File: src/hdl/ttat_pkg.sv
package ttat_pkg;

    // Default table geometry
    localparam int TABLE_ENTRIES_DEF = 16;
    localparam int TAG_BITS_DEF      = 16;
    localparam int TIME_BITS_DEF     = 24;

    // Fixed field widths
    localparam int REQ_BITS     = 2;
    localparam int ELAPSED_BITS = 16;

    // Request codes
    localparam logic [REQ_BITS-1:0] REQ_ADD   = 2'd0;
    localparam logic [REQ_BITS-1:0] REQ_QUERY = 2'd1;
    localparam logic [REQ_BITS-1:0] REQ_TICK  = 2'd2;

endpackage

File: src/hdl/timed_tag_aging_table_unit.sv
// channel   direction  handshake                  payload
// request   in         i_in_valid / o_in_stall    i_req_type i_tag_key i_duration_ms i_elapsed_ms
// result    out        o_out_valid / i_out_stall  o_found o_remaining_ms o_entries_used
//                                                 o_removed_count o_dropped
//
// Add and query: one entry read per cycle from the entry memory, stopping early on a hit,
//   then the result register is loaded once it is free.
// Tick: after the accept, each live entry takes a read state, then an age and write-back
//   state (separate read and write ports); each expired entry that the last entry replaces
//   takes one more state to move it, then the result register is loaded.
// Zero tick, tick on an empty table or unused request code: straight to the result load.
// Reset (synchronous, active low) empties the table; entry memory is not cleared.
// A result waiting under i_out_stall does not block a new request beat; only a second
//   finished result waits until the first is taken.
module timed_tag_aging_table_unit
    import ttat_pkg::*;
#(
    parameter int TABLE_ENTRIES = TABLE_ENTRIES_DEF,
    parameter int TAG_BITS      = TAG_BITS_DEF,
    parameter int TIME_BITS     = TIME_BITS_DEF
) (
    input  logic                                  i_clk,
    input  logic                                  i_rst_n,
    input  logic                                  i_in_valid,
    output logic                                  o_in_stall,
    input  logic [REQ_BITS-1:0]                   i_req_type,
    input  logic [TAG_BITS-1:0]                   i_tag_key,
    input  logic [TIME_BITS-1:0]                  i_duration_ms,
    input  logic [ELAPSED_BITS-1:0]               i_elapsed_ms,
    output logic                                  o_out_valid,
    input  logic                                  i_out_stall,
    output logic                                  o_found,
    output logic [TIME_BITS-1:0]                  o_remaining_ms,
    output logic [$clog2(TABLE_ENTRIES+1)-1:0]    o_entries_used,
    output logic [$clog2(TABLE_ENTRIES+1)-1:0]    o_removed_count,
    output logic                                  o_dropped
);

    localparam int IW = (TABLE_ENTRIES > 1) ? $clog2(TABLE_ENTRIES) : 1;
    localparam int CW = $clog2(TABLE_ENTRIES + 1);
    localparam int EW = TAG_BITS + TIME_BITS;
    localparam int SW = (TIME_BITS > ELAPSED_BITS) ? TIME_BITS : ELAPSED_BITS;
    localparam logic [CW-1:0] FULL = CW'(TABLE_ENTRIES);

    typedef enum logic [5:0] {
        S_IDLE = 6'b000001,
        S_LOOK = 6'b000010,
        S_TRD  = 6'b000100,
        S_TEV  = 6'b001000,
        S_TMV  = 6'b010000,
        S_PUT  = 6'b100000
    } t_state;

    // Entry memory: {tag, remaining}
    logic [EW-1:0]           r_mem [TABLE_ENTRIES];
    logic [EW-1:0]           r_rdata;
    logic                    mem_we;
    logic [IW-1:0]           mem_waddr;
    logic [EW-1:0]           mem_wdata;
    logic                    mem_re;
    logic [IW-1:0]           mem_raddr;

    // Control state
    t_state                  r_state, n_state;
    logic [CW-1:0]           r_live, n_live;
    logic [CW-1:0]           r_cnt, n_cnt;
    logic                    r_pend, n_pend;
    logic                    r_out_valid, n_out_valid;

    // Request and result payload
    logic [REQ_BITS-1:0]     r_req, n_req;
    logic [TAG_BITS-1:0]     r_tag, n_tag;
    logic [TIME_BITS-1:0]    r_dur, n_dur;
    logic [ELAPSED_BITS-1:0] r_elapsed, n_elapsed;
    logic [IW-1:0]           r_rd_idx, n_rd_idx;
    logic [CW-1:0]           r_removed, n_removed;
    logic                    r_res_found, n_res_found;
    logic [TIME_BITS-1:0]    r_res_rem, n_res_rem;
    logic                    r_res_drop, n_res_drop;
    logic                    r_found, n_found;
    logic [TIME_BITS-1:0]    r_rem, n_rem;
    logic [CW-1:0]           r_used, n_used;
    logic [CW-1:0]           r_rmv, n_rmv;
    logic                    r_drop, n_drop;

    // Datapath helpers
    logic [TAG_BITS-1:0]     w_rd_tag;
    logic [TIME_BITS-1:0]    w_rd_time;
    logic [SW-1:0]           w_ext_r, w_ext_e, w_diff;
    logic [TIME_BITS-1:0]    w_aged;
    logic [CW-1:0]           w_cnt_m1, w_live_m1;
    logic [IW-1:0]           w_cur_idx;
    logic                    w_hit;
    logic                    w_load;

    // Entry memory write and registered read
    always_ff @(posedge i_clk) begin
        if (mem_we) begin
            r_mem[mem_waddr] <= mem_wdata;
        end
        if (mem_re) begin
            r_rdata <= r_mem[mem_raddr];
        end
    end

    // Split read data and age the remaining time with saturation
    assign w_rd_tag  = r_rdata[EW-1:TIME_BITS];
    assign w_rd_time = r_rdata[TIME_BITS-1:0];
    assign w_ext_r   = SW'(w_rd_time);
    assign w_ext_e   = SW'(r_elapsed);
    assign w_diff    = w_ext_r - w_ext_e;
    assign w_aged    = (w_ext_r > w_ext_e) ? w_diff[TIME_BITS-1:0] : '0;

    assign w_cnt_m1  = r_cnt - CW'(1);
    assign w_live_m1 = r_live - CW'(1);
    assign w_cur_idx = w_cnt_m1[IW-1:0];
    assign w_hit     = r_pend && (w_rd_tag == r_tag);
    assign w_load    = !r_out_valid || !i_out_stall;

    assign o_in_stall = (r_state != S_IDLE);

    // Sequencer
    always_comb begin
        n_state     = r_state;
        n_live      = r_live;
        n_cnt       = r_cnt;
        n_pend      = r_pend;
        n_req       = r_req;
        n_tag       = r_tag;
        n_dur       = r_dur;
        n_elapsed   = r_elapsed;
        n_rd_idx    = r_rd_idx;
        n_removed   = r_removed;
        n_res_found = r_res_found;
        n_res_rem   = r_res_rem;
        n_res_drop  = r_res_drop;
        n_found     = r_found;
        n_rem       = r_rem;
        n_used      = r_used;
        n_rmv       = r_rmv;
        n_drop      = r_drop;
        n_out_valid = r_out_valid && i_out_stall;
        mem_we      = 1'b0;
        mem_waddr   = '0;
        mem_wdata   = '0;
        mem_re      = 1'b0;
        mem_raddr   = '0;

        unique case (r_state)
            S_IDLE: begin
                // Capture the request beat and pick the walk
                if (i_in_valid) begin
                    n_req       = i_req_type;
                    n_tag       = i_tag_key;
                    n_dur       = i_duration_ms;
                    n_elapsed   = i_elapsed_ms;
                    n_pend      = 1'b0;
                    n_removed   = '0;
                    n_res_found = 1'b0;
                    n_res_rem   = '0;
                    n_res_drop  = 1'b0;
                    n_cnt       = '0;
                    unique case (i_req_type) inside
                        REQ_ADD, REQ_QUERY: begin
                            n_state = S_LOOK;
                        end
                        REQ_TICK: begin
                            n_cnt = r_live;
                            if ((i_elapsed_ms != '0) && (r_live != '0)) begin
                                n_state = S_TRD;
                            end else begin
                                n_state = S_PUT;
                            end
                        end
                        default: begin
                            n_state = S_PUT;
                        end
                    endcase
                end
            end

            S_LOOK: begin
                // Stream reads up the live entries, compare each in the cycle after its read
                n_pend = 1'b0;
                if (w_hit) begin
                    n_res_found = 1'b1;
                    if (r_req == REQ_ADD) begin
                        mem_we    = 1'b1;
                        mem_waddr = r_rd_idx;
                        mem_wdata = {r_tag, r_dur};
                    end else begin
                        n_res_rem = w_rd_time;
                    end
                    n_state = S_PUT;
                end else if (r_cnt != r_live) begin
                    mem_re    = 1'b1;
                    mem_raddr = r_cnt[IW-1:0];
                    n_rd_idx  = r_cnt[IW-1:0];
                    n_pend    = 1'b1;
                    n_cnt     = r_cnt + CW'(1);
                end else if (!r_pend) begin
                    // Miss: an add appends the new tag or drops it when full
                    if (r_req == REQ_ADD) begin
                        if (r_live != FULL) begin
                            mem_we    = 1'b1;
                            mem_waddr = r_live[IW-1:0];
                            mem_wdata = {r_tag, r_dur};
                            n_live    = r_live + CW'(1);
                        end else begin
                            n_res_drop = 1'b1;
                        end
                    end
                    n_state = S_PUT;
                end
            end

            S_TRD: begin
                // Read the entry under the downward scan
                mem_re    = 1'b1;
                mem_raddr = w_cur_idx;
                n_state   = S_TEV;
            end

            S_TEV: begin
                // Age the entry; keep it, drop the last one, or fetch the last one
                if (w_aged != '0) begin
                    mem_we    = 1'b1;
                    mem_waddr = w_cur_idx;
                    mem_wdata = {w_rd_tag, w_aged};
                    n_cnt     = w_cnt_m1;
                    n_state   = (r_cnt == CW'(1)) ? S_PUT : S_TRD;
                end else if (r_cnt == r_live) begin
                    n_live    = w_live_m1;
                    n_removed = r_removed + CW'(1);
                    n_cnt     = w_cnt_m1;
                    n_state   = (r_cnt == CW'(1)) ? S_PUT : S_TRD;
                end else begin
                    mem_re    = 1'b1;
                    mem_raddr = w_live_m1[IW-1:0];
                    n_state   = S_TMV;
                end
            end

            S_TMV: begin
                // Move the last entry, already aged, into the expired slot
                mem_we    = 1'b1;
                mem_waddr = w_cur_idx;
                mem_wdata = r_rdata;
                n_live    = w_live_m1;
                n_removed = r_removed + CW'(1);
                n_cnt     = w_cnt_m1;
                n_state   = (r_cnt == CW'(1)) ? S_PUT : S_TRD;
            end

            S_PUT: begin
                // Load the result register once it is free
                if (w_load) begin
                    n_found     = r_res_found;
                    n_rem       = r_res_rem;
                    n_used      = r_live;
                    n_rmv       = r_removed;
                    n_drop      = r_res_drop;
                    n_out_valid = 1'b1;
                    n_state     = S_IDLE;
                end
            end

            default: begin
                n_state = S_IDLE;
            end
        endcase
    end

    // Control registers
    always_ff @(posedge i_clk) begin
        if (!i_rst_n) begin
            r_state     <= S_IDLE;
            r_live      <= '0;
            r_cnt       <= '0;
            r_pend      <= 1'b0;
            r_out_valid <= 1'b0;
        end else begin
            r_state     <= n_state;
            r_live      <= n_live;
            r_cnt       <= n_cnt;
            r_pend      <= n_pend;
            r_out_valid <= n_out_valid;
        end
    end

    // Payload registers
    always_ff @(posedge i_clk) begin
        r_req       <= n_req;
        r_tag       <= n_tag;
        r_dur       <= n_dur;
        r_elapsed   <= n_elapsed;
        r_rd_idx    <= n_rd_idx;
        r_removed   <= n_removed;
        r_res_found <= n_res_found;
        r_res_rem   <= n_res_rem;
        r_res_drop  <= n_res_drop;
        r_found     <= n_found;
        r_rem       <= n_rem;
        r_used      <= n_used;
        r_rmv       <= n_rmv;
        r_drop      <= n_drop;
    end

    assign o_out_valid     = r_out_valid;
    assign o_found         = r_found;
    assign o_remaining_ms  = r_rem;
    assign o_entries_used  = r_used;
    assign o_removed_count = r_rmv;
    assign o_dropped       = r_drop;

    // Checks
    a_live_bound: assert property (@(posedge i_clk) disable iff (!i_rst_n)
        r_live <= FULL)
        else $error("live count above table size");

    a_no_rw_clash: assert property (@(posedge i_clk) disable iff (!i_rst_n)
        (mem_we && mem_re) |-> (mem_waddr != mem_raddr))
        else $error("read and write of the same entry in one cycle");

    a_drop_full: assert property (@(posedge i_clk) disable iff (!i_rst_n)
        (o_out_valid && o_dropped) |-> (o_entries_used == FULL) && !o_found)
        else $error("drop flagged with room in the table");

    a_found_clean: assert property (@(posedge i_clk) disable iff (!i_rst_n)
        (o_out_valid && o_found) |-> (o_removed_count == '0) && !o_dropped)
        else $error("hit result carries tick or drop flags");

    a_result_src: assert property (@(posedge i_clk) disable iff (!i_rst_n)
        $rose(o_out_valid) |-> $past(r_state == S_PUT))
        else $error("result beat raised outside the result load");

endmodule

File: config.mk
export PLATFORM = sky130hd
export DESIGN_NAME = timed_tag_aging_table_unit
export DESIGN_NICKNAME = d
export VERILOG_FILES = /design/src/hdl/ttat_pkg.sv /design/src/hdl/timed_tag_aging_table_unit.sv
export SDC_FILE = /design/constraint.sdc
export NUM_CORES = 1
export LEC_CHECK = 0
export BUFFER_PORTS_ARGS = -buffer_cell sky130_fd_sc_hd__buf_2
export CAP_MARGIN = 0
export CORE_MARGIN = 2
export CORE_UTILIZATION = 56
export DETAILED_ROUTE_END_ITERATION = 6
export GPL_TIMING_DRIVEN = 1
export PLACE_DENSITY = 0.75
export SLEW_MARGIN = 15
export SYNTH_ARGS = -nofsm -noshare
export SYNTH_HDL_FRONTEND = slang
export SYNTH_SLANG_ARGS = --single-unit
File: constraint.sdc
create_clock -name i_clk -period 5.5 [get_ports i_clk]
set_clock_uncertainty 0.1 [all_clocks]
set_input_delay 1.1 -clock i_clk [delete_from_list [all_inputs] [get_ports i_clk]]
set_output_delay 1.1 -clock i_clk [all_outputs]
set_load 0.02 [all_outputs]
==> results of run 1 <==
## cell usage after synthesis, drive strengths merged (17+ instances only)
cell    number
a21oi      250
clkbuf      70
a221o       34
mux2i      133
xnor2       25
a221oi     110
nand3       31
a211oi      17
nor2        75
edfxtp     809
ha          22
inv         34
a22o        17
nand2      238
a22oi       38
and2        28
o21ai       48
or4         26
buf         73
dfxtp       18
## power by group
part           internal, uW  total [uW]  switching (uW)
combinational           170         502             332
sequential             6960        7030            73.1
clock                  3030        5320            2290
total                 10200       12900            2700
## worst min-delay path by stage
| stage | to | slack, ps | cells past startpoint |
|---|---|---|---|
| 2_1_floorplan | o_dropped | 300 | 0 |
| 4_1_cts | o_dropped | 320 | 0 |
| 3_3_place_gp | o_remaining_ms[10] | 300 | 0 |
| 6_report | o_remaining_ms[12] | 320 | 0 |
| 5_1_grt | o_remaining_ms[12] | 330 | 0 |
| 3_5_place_dp | o_remaining_ms[23] | 300 | 0 |
## cell usage in the layout (no fill, tap or decap), types with 19 or more instances in the layout
| cell | n |
|---|---|
| edfxtp_1 | 809 |
| a21oi_1 | 248 |
| nand2_1 | 238 |
| mux2i_1 | 133 |
| a221oi_1 | 110 |
| buf_2 | 99 |
| clkbuf_16 | 81 |
| buf_4 | 68 |
| nor2_1 | 58 |
| o21ai_0 | 44 |
| a22oi_1 | 38 |
| a221o_1 | 34 |
| buf_12 | 34 |
| inv_1 | 33 |
| nand3_1 | 28 |
| and2_1 | 28 |
| xnor2_1 | 25 |
| or4_1 | 24 |
| ha_1 | 22 |
| clkbuf_1 | 19 |
## cell families (layout without fill, tap and decap cells)
group                      Yosys count  in the layout
adders and majority gates           23             23
AOI/OAI and AO/OA                  587            587
and+or+nand+nor                    503            503
xor gates and xnor gates            40             40
muxes                              133            133
DFF                                827            827
buffers and inverters              177            379
## registers in the layout, summed over array words and instances, names as in the netlist, 2 cells and up
name / cells
r_mem: 640
r_rd_idx: 4
r_rdata: 40
o_remaining_ms: 24
o_entries_used: 5
r_elapsed: 16
o_removed_count: 5
r_live: 5
r_cnt: 5
r_tag: 16
r_req: 2
r_dur: 24
r_removed: 5
r_res_rem: 24
r_state: 6
## cell type report
class / instances / area [sq um]
Timing Repair Buffer: 202 / 1710
Fill cell: 4131 / 21400
Clock inverter: 41 / 404
Sequential cell: 827 / 24700
Inverter: 34 / 128
Multi-Input combinational cell: 1286 / 8570
Clock buffer: 102 / 2130
Tap cell: 782 / 978
## routing by layer
layer | wire, um | vias up
met5 | 0 | -
met4 | 2780 | 0
met3 | 9100 | 215
met2 | 40500 | 1297
met1 | 33500 | 10600
li1 | - | 9272
## through the flow
step / hold WS [ps] / instance area, sq um / setup TNS [ps] / setup slack (ps)
after global placement: 302 / 36000 / 0 / 379
after global routing: 325 / 38600 / 0 / 7.97
final: 317 / 38600 / 0 / 190
after detailed placement: 305 / 36000 / 0 / 283
after CTS: 318 / 38500 / 0 / 253
after floorplan: 300 / 33900 / -69420 / -186
==> flow_results.xml, run 1 <==
<?xml version="1.0" encoding="UTF-8"?>
<metrics>
  <group name="floorplan">
    <metric name="start_util" unit="%">56.4</metric>
    <metric name="ioPinCount" unit="">100</metric>
    <metric name="rows" unit="">90</metric>
    <metric name="design.core.area" unit="sq um">60000</metric>
    <metric name="die-width" unit="um">250</metric>
    <metric name="die_area" unit="sq um">62400</metric>
    <metric name="die_height" unit="um">250</metric>
  </group>
  <group name="critical_path">
    <metric name="critPathMaxStageDelay" unit="ps">670</metric>
    <metric name="regToRegSetupSlack" unit="ps">190</metric>
    <metric name="crit_arrival" unit="ps">5530</metric>
    <metric name="rr_endpoint" unit="">r_rdata[6]</metric>
    <metric name="r2r.worst_path.cells" unit="">15</metric>
    <metric name="cp_data_required_time" unit="ps">5720</metric>
    <metric name="worst_setup_path_startpoint" unit="">r_rdata[0]</metric>
    <metric name="worst-setup-path-type" unit="">register to register</metric>
    <metric name="cp.buffers_inverters" unit="">2</metric>
    <metric name="endpoint_kind" unit="">register</metric>
    <metric name="setup.worst_path.start_class" unit="">register</metric>
    <metric name="path_max_fanout" unit="">36</metric>
    <metric name="critical_path.most_common_cell" unit="">nand2b_1</metric>
    <metric name="worstSetupPathDepth" unit="">15</metric>
    <metric name="rr_startpoint" unit="">r_rdata[0]</metric>
    <metric name="critical-path-slowest-cell" unit="">or4_1</metric>
    <metric name="ordered_list_of_cells_on_the_worst_path" unit="">inv_1 -&gt; ha_1 -&gt; fa_1 -&gt; nand2b_1 -&gt; a211oi_1 -&gt; o21a_1 -&gt; o211ai_1 -&gt; nand2b_1 -&gt; a21oi_1 -&gt; nand3_1 -&gt; and3_4 -&gt; buf_12 -&gt; mux2i_1 -&gt; a221oi_1 -&gt; or4_1</metric>
    <metric name="critical_path.endpoint" unit="">r_rdata[6]</metric>
    <metric name="critical_path.top_delay_family" unit="">simple AND/OR/NAND/NOR gates</metric>
  </group>
  <group name="clock_tree">
    <metric name="cts_buffers" unit="">80</metric>
    <metric name="skew_pair_late_insertion_delay" unit="ps">640</metric>
    <metric name="max-clock-path-buffers" unit="">3</metric>
    <metric name="cts-hold-fix-buffers" unit="">0</metric>
    <metric name="post-cts-setup-buffers" unit="">0</metric>
    <metric name="path_clk_slew" unit="ps">70</metric>
    <metric name="cts.repair.resized" unit="">0</metric>
    <metric name="clock-sinks" unit="">827</metric>
    <metric name="tritoncts" unit="">done</metric>
    <metric name="cts-htree-levels" unit="">3</metric>
    <metric name="clock_tree.root_cell" unit="">clkbuf_16</metric>
  </group>
  <group name="power_and_ir_drop">
    <metric name="power.leakage" unit="uW">0.0128</metric>
    <metric name="total_power_of_the_final_layout" unit="uW">12900</metric>
    <metric name="vdd_ir_drop_max" unit="mV">0.262</metric>
    <metric name="pwr_density_cell" unit="nW/um^2">333</metric>
  </group>
  <group name="placed_design">
    <metric name="gp_congestion" unit="">0.967</metric>
    <metric name="place.port_buffers" unit="">99</metric>
    <metric name="detailed_placement_wirelength_estimate" unit="um">50200</metric>
    <metric name="post-place-cells" unit="">3130</metric>
  </group>
  <group name="synthesis">
    <metric name="synthSimpleGateAreaFrac" unit="%">7.10</metric>
    <metric name="fraction_of_synthesized_area_in_multiplexers" unit="%">3.93</metric>
    <metric name="synthFlopType" unit="">edfxtp_1</metric>
    <metric name="synth.distinct_cells" unit="">78</metric>
    <metric name="synth-adder-area-share" unit="%">0.872</metric>
    <metric name="synth_top_area_share" unit="%">71.8</metric>
    <metric name="syn_inst" unit="">2290</metric>
    <metric name="synth.avg_cell_area" unit="sq um">14.8</metric>
    <metric name="ys.warnings.count" unit="">0</metric>
    <metric name="mappedNetlistNets" unit="">2375</metric>
    <metric name="synth-edff-count" unit="">809</metric>
    <metric name="synth_top_cells_by_area" unit="">edfxtp_1, mux2i_1, a21oi_1</metric>
    <metric name="synth_compound_area_share" unit="%">11.8</metric>
    <metric name="syn-cell-area" unit="sq um">33900</metric>
    <metric name="synth_register_bits" unit="">827</metric>
    <metric name="main_combinational_cell_family_by_area_after_synthesis" unit="">compound AO/OA/AOI/OAI gates</metric>
    <metric name="synth.yosys.seq_area_share" unit="%">72.8</metric>
    <metric name="postSynth.asyncResetShare" unit="%">0</metric>
    <metric name="synth_area_leader_cell" unit="">edfxtp_1</metric>
    <metric name="synth_xor_area_share" unit="%">1.03</metric>
  </group>
  <group name="hold_path">
    <metric name="timing.hold.worst.start" unit="">r_res_rem[12]</metric>
    <metric name="min_path_type" unit="">register to register</metric>
  </group>
  <group name="detailed_routing">
    <metric name="detailedRoute.firstPassIterationCount" unit="">7</metric>
    <metric name="detail_route.vias_per_cell" unit="">6.53</metric>
    <metric name="drc" unit="">0</metric>
    <metric name="dr_total_vias" unit="">21400</metric>
    <metric name="drt_wl_total" unit="um">85800</metric>
    <metric name="ant_nets" unit="">0</metric>
    <metric name="mean_routed_wirelength_per_cell" unit="um">26.2</metric>
    <metric name="drtIter0Drc" unit="">2459</metric>
  </group>
  <group name="finish">
    <metric name="post_layout_nonfiller_instances" unit="">3274</metric>
    <metric name="finalCoreUtilization" unit="%">64.3</metric>
    <metric name="num-nets-final" unit="">2516</metric>
    <metric name="signed_area_change_from_the_synthesized_netlist_to_the_final_layout" unit="%">13.9</metric>
    <metric name="layout-drive-gt1-share" unit="%">14.3</metric>
    <metric name="antenna-diode-count" unit="">0</metric>
  </group>
  <group name="sta">
    <metric name="period_share" unit="%">96.5</metric>
    <metric name="slew_violations" unit="">0</metric>
    <metric name="timing.fmax" unit="MHz">188</metric>
    <metric name="finalWorstPathRequiredPeriod" unit="ps">5310</metric>
    <metric name="actual_slew_at_the_worst_max_slew_pin" unit="ps">978</metric>
    <metric name="report.final.hold_viol_count" unit="">0</metric>
    <metric name="rsz0062_at_grt" unit="">no</metric>
    <metric name="slew_headroom" unit="%">34.2</metric>
    <metric name="setup_viol" unit="">0</metric>
  </group>
  <group name="global_route">
    <metric name="grtUsageMet1" unit="%">37.9</metric>
    <metric name="first_global_vias" unit="">20700</metric>
    <metric name="grt_use_total" unit="%">27.4</metric>
    <metric name="grt_first_pass_wirelength" unit="um">128000</metric>
    <metric name="grt_util_met2" unit="%">43.6</metric>
    <metric name="globalRoute.totalOverflow" unit="">0</metric>
    <metric name="grt.busiest_layer" unit="">met2</metric>
    <metric name="gr-usage-met3" unit="%">5.42</metric>
    <metric name="grt_start_max_net_pins" unit="">80</metric>
    <metric name="initial_antenna_violation_count" unit="">1</metric>
  </group>
  <group name="run">
    <metric name="timing.max_cap.violations" unit="">0</metric>
  </group>
  <group name="run_status">
    <metric name="outcome" unit="">completed</metric>
  </group>
</metrics>
No activity file was read; power rests on OpenSTA's default activity.
==> run 2, diff against run 1 <==
--- a/config.mk
+++ b/config.mk
@@ -11,6 +11,7 @@
 export CORE_UTILIZATION = 56
 export DETAILED_ROUTE_END_ITERATION = 6
 export GPL_TIMING_DRIVEN = 1
+export MAX_ROUTING_LAYER = met4
 export PLACE_DENSITY = 0.75
 export SLEW_MARGIN = 15
 export SYNTH_ARGS = -nofsm -noshare
==> run 2 against run 1 <==
Compared with the run above:
- utilization is 0.27 points higher
- critical path depth increased by 1
- count of clock-buffer cells in the layout grew 6
- clock power grew 4.9%
- cell count grew 0.34%
- fmax fell by 0.17%
- worst setup slack worse by 8.8 ps
- first-iteration DRC count up 11%
- sequential share of layout area fell by 0.27 points
- sequential power hardly changed
- global-route usage up 1.8 points
- routed wire length increased by 3.6%
==> flow_results.xml, run 2 (same netlist as run 1, synthesis figures left out) <==
<?xml version="1.0" encoding="UTF-8"?>
<metrics>
  <group name="finish">
    <metric name="signed_area_change_from_the_synthesized_netlist_to_the_final_layout" unit="%">14.4</metric>
    <metric name="largest_reg_flops" unit="">640</metric>
    <metric name="post_layout_nonfiller_instances" unit="">3285</metric>
    <metric name="reg_top3" unit="">r_mem x640, r_rdata x40</metric>
    <metric name="num-nets-final" unit="">2519</metric>
    <metric name="registers.top_by_ff_count" unit="">r_mem</metric>
    <metric name="mostFrequentLayoutCells" unit="">edfxtp_1, a21oi_1, nand2_1</metric>
    <metric name="antenna-diode-count" unit="">0</metric>
    <metric name="layout_commonest_cell" unit="">edfxtp_1</metric>
    <metric name="layout-drive-gt1-share" unit="%">14.7</metric>
  </group>
  <group name="sta">
    <metric name="actual_slew_at_the_worst_max_slew_pin" unit="ps">1050</metric>
    <metric name="fin_worst_hold_slack" unit="ps">314</metric>
    <metric name="setup_viol" unit="">0</metric>
    <metric name="report.final.hold_viol_count" unit="">0</metric>
    <metric name="slew_headroom" unit="%">29.6</metric>
    <metric name="fin_tns_setup" unit="ps">0</metric>
    <metric name="period_share" unit="%">96.7</metric>
    <metric name="finalWorstPathRequiredPeriod" unit="ps">5320</metric>
    <metric name="rsz0062_at_grt" unit="">no</metric>
    <metric name="slew_violations" unit="">0</metric>
    <metric name="setup_slack" unit="ps">182</metric>
    <metric name="timing.fmax" unit="MHz">188</metric>
  </group>
  <group name="clock_tree">
    <metric name="skew_pair_late_insertion_delay" unit="ps">650</metric>
    <metric name="cts.repair.resized" unit="">0</metric>
    <metric name="clock-sinks" unit="">827</metric>
    <metric name="tritoncts" unit="">done</metric>
    <metric name="max-clock-path-buffers" unit="">3</metric>
    <metric name="post-cts-setup-buffers" unit="">0</metric>
    <metric name="cts-hold-fix-buffers" unit="">0</metric>
    <metric name="cts-htree-levels" unit="">3</metric>
    <metric name="clock_tree.root_cell" unit="">clkbuf_16</metric>
    <metric name="path_clk_slew" unit="ps">60</metric>
    <metric name="cts_buffers" unit="">83</metric>
  </group>
  <group name="power_and_ir_drop">
    <metric name="power.leakage" unit="uW">0.0129</metric>
    <metric name="vdd_ir_drop_max" unit="mV">0.290</metric>
    <metric name="pwr_density_cell" unit="nW/um^2">339</metric>
  </group>
  <group name="critical_path">
    <metric name="rr_startpoint" unit="">r_rdata[0]</metric>
    <metric name="worst-setup-path-type" unit="">register to register</metric>
    <metric name="regToRegSetupSlack" unit="ps">180</metric>
    <metric name="setup.worst_path.start_class" unit="">register</metric>
    <metric name="r2r.worst_path.cells" unit="">16</metric>
    <metric name="crit_arrival" unit="ps">5570</metric>
    <metric name="cp_data_required_time" unit="ps">5750</metric>
    <metric name="path_max_fanout" unit="">43</metric>
    <metric name="endpoint_kind" unit="">register</metric>
    <metric name="rr_endpoint" unit="">r_rdata[12]</metric>
  </group>
  <group name="placed_design">
    <metric name="post-place-cells" unit="">3130</metric>
    <metric name="pre_cts_slack" unit="ps">289</metric>
    <metric name="detailed_placement_wirelength_estimate" unit="um">52200</metric>
    <metric name="place.port_buffers" unit="">99</metric>
    <metric name="gp_congestion" unit="">0.968</metric>
  </group>
  <group name="detailed_routing">
    <metric name="drtIter0Drc" unit="">2729</metric>
    <metric name="dr_total_vias" unit="">21700</metric>
    <metric name="mean_routed_wirelength_per_cell" unit="um">27.1</metric>
    <metric name="drc" unit="">0</metric>
    <metric name="ant_nets" unit="">0</metric>
    <metric name="detailedRoute.firstPassIterationCount" unit="">6</metric>
    <metric name="detail_route.vias_per_cell" unit="">6.59</metric>
    <metric name="drt_wl_total" unit="um">88900</metric>
  </group>
  <group name="global_route">
    <metric name="grt_start_max_net_pins" unit="">67</metric>
    <metric name="grt_first_pass_wirelength" unit="um">132000</metric>
    <metric name="grt.busiest_layer" unit="">met2</metric>
    <metric name="grtUsageMet1" unit="%">38.6</metric>
    <metric name="globalRoute.totalOverflow" unit="">0</metric>
    <metric name="gr-usage-met3" unit="%">4.30</metric>
    <metric name="grt_use_total" unit="%">29.2</metric>
    <metric name="grt_util_met2" unit="%">46.4</metric>
    <metric name="initial_antenna_violation_count" unit="">0</metric>
    <metric name="first_global_vias" unit="">21200</metric>
  </group>
  <group name="floorplan">
    <metric name="die_area" unit="sq um">62400</metric>
    <metric name="start_util" unit="%">56.4</metric>
    <metric name="die_height" unit="um">250</metric>
    <metric name="die-width" unit="um">250</metric>
    <metric name="design.core.area" unit="sq um">60000</metric>
    <metric name="ioPinCount" unit="">100</metric>
    <metric name="rows" unit="">90</metric>
  </group>
  <group name="hold_path">
    <metric name="whs_endpoint" unit="">o_remaining_ms[19]</metric>
    <metric name="min_path_type" unit="">register to register</metric>
    <metric name="min_path_cells" unit="">0</metric>
    <metric name="timing.hold.worst.start" unit="">r_res_rem[19]</metric>
  </group>
  <group name="run_status">
    <metric name="outcome" unit="">completed</metric>
  </group>
  <group name="run">
    <metric name="timing.max_cap.violations" unit="">0</metric>
  </group>
</metrics>
==> run 2: changes by cell type in the layout (fill, tap and decap cells not counted), moves of 2 or more <==
cell	change
clkinv_16	+2
clkinv_1	-3
clkbuf_16	+4
clkbuf_1	+3
buf_12	-2
clkinv_2	+5
buf_4	+2
==> run 2: critical path, cell delays in order (launching register included) <==
cell and delay [ps]:
edfxtp_1 350, inv_1 70, ha_1 230, fa_1 410, nand2b_1 220, a211o_1 320, a2111o_1 390, o21ai_1 140
mux2i_1 130, nor4b_1 520, nand4_1 300, and3_4 410, buf_12 250, buf_12 210, a21oi_1 200, a221oi_1 130
or4_1 600
==> run 2: metrics by stage <==
step / cell area, sq um / power [uW] / util (%)
floorplan: 33900 / 7460 / -
global placement: 36000 / 7650 / 60.0
detailed placement: 36000 / 7660 / 60.0
CTS: 38700 / 13200 / 64.5
global route: 38700 / 13500 / 64.5
finish: 38700 / 13100 / 64.5
==> run 2: layout make-up <==
class                           count  area, sq um
Clock buffer                      108         2220
Clock inverter                     46          489
Fill cell                        4156        21300
Multi-Input combinational cell   1286         8570
Tap cell                          782          978
Sequential cell                   827        24700
Inverter                           34          128
Timing Repair Buffer              202         1690
==> run 2: report_power, final <==
group	switching [uW]	internal [uW]	total (uW)
logic	344	170	514
clock network	2360	3210	5580
registers	70.6	6960	7030
==> run 2: routing by layer <==
layer	vias up	part of all wire, %
met5	-	0
met4	0	3.4
met3	214	9.5
met2	1349	48
met1	10800	39
li1	9284	-
==> run 2: how the worst max path moves through the flow <==
stage                     from          end  slack (ps)
global route        r_rdata[0]  r_rdata[12]          40
CTS                 r_rdata[0]  r_rdata[12]         260
floorplan           r_rdata[0]  r_mem[9][0]        -190
global placement    r_rdata[0]  r_rdata[12]         380
finish              r_rdata[0]  r_rdata[12]         180
detailed placement  r_rdata[0]  r_rdata[12]         290
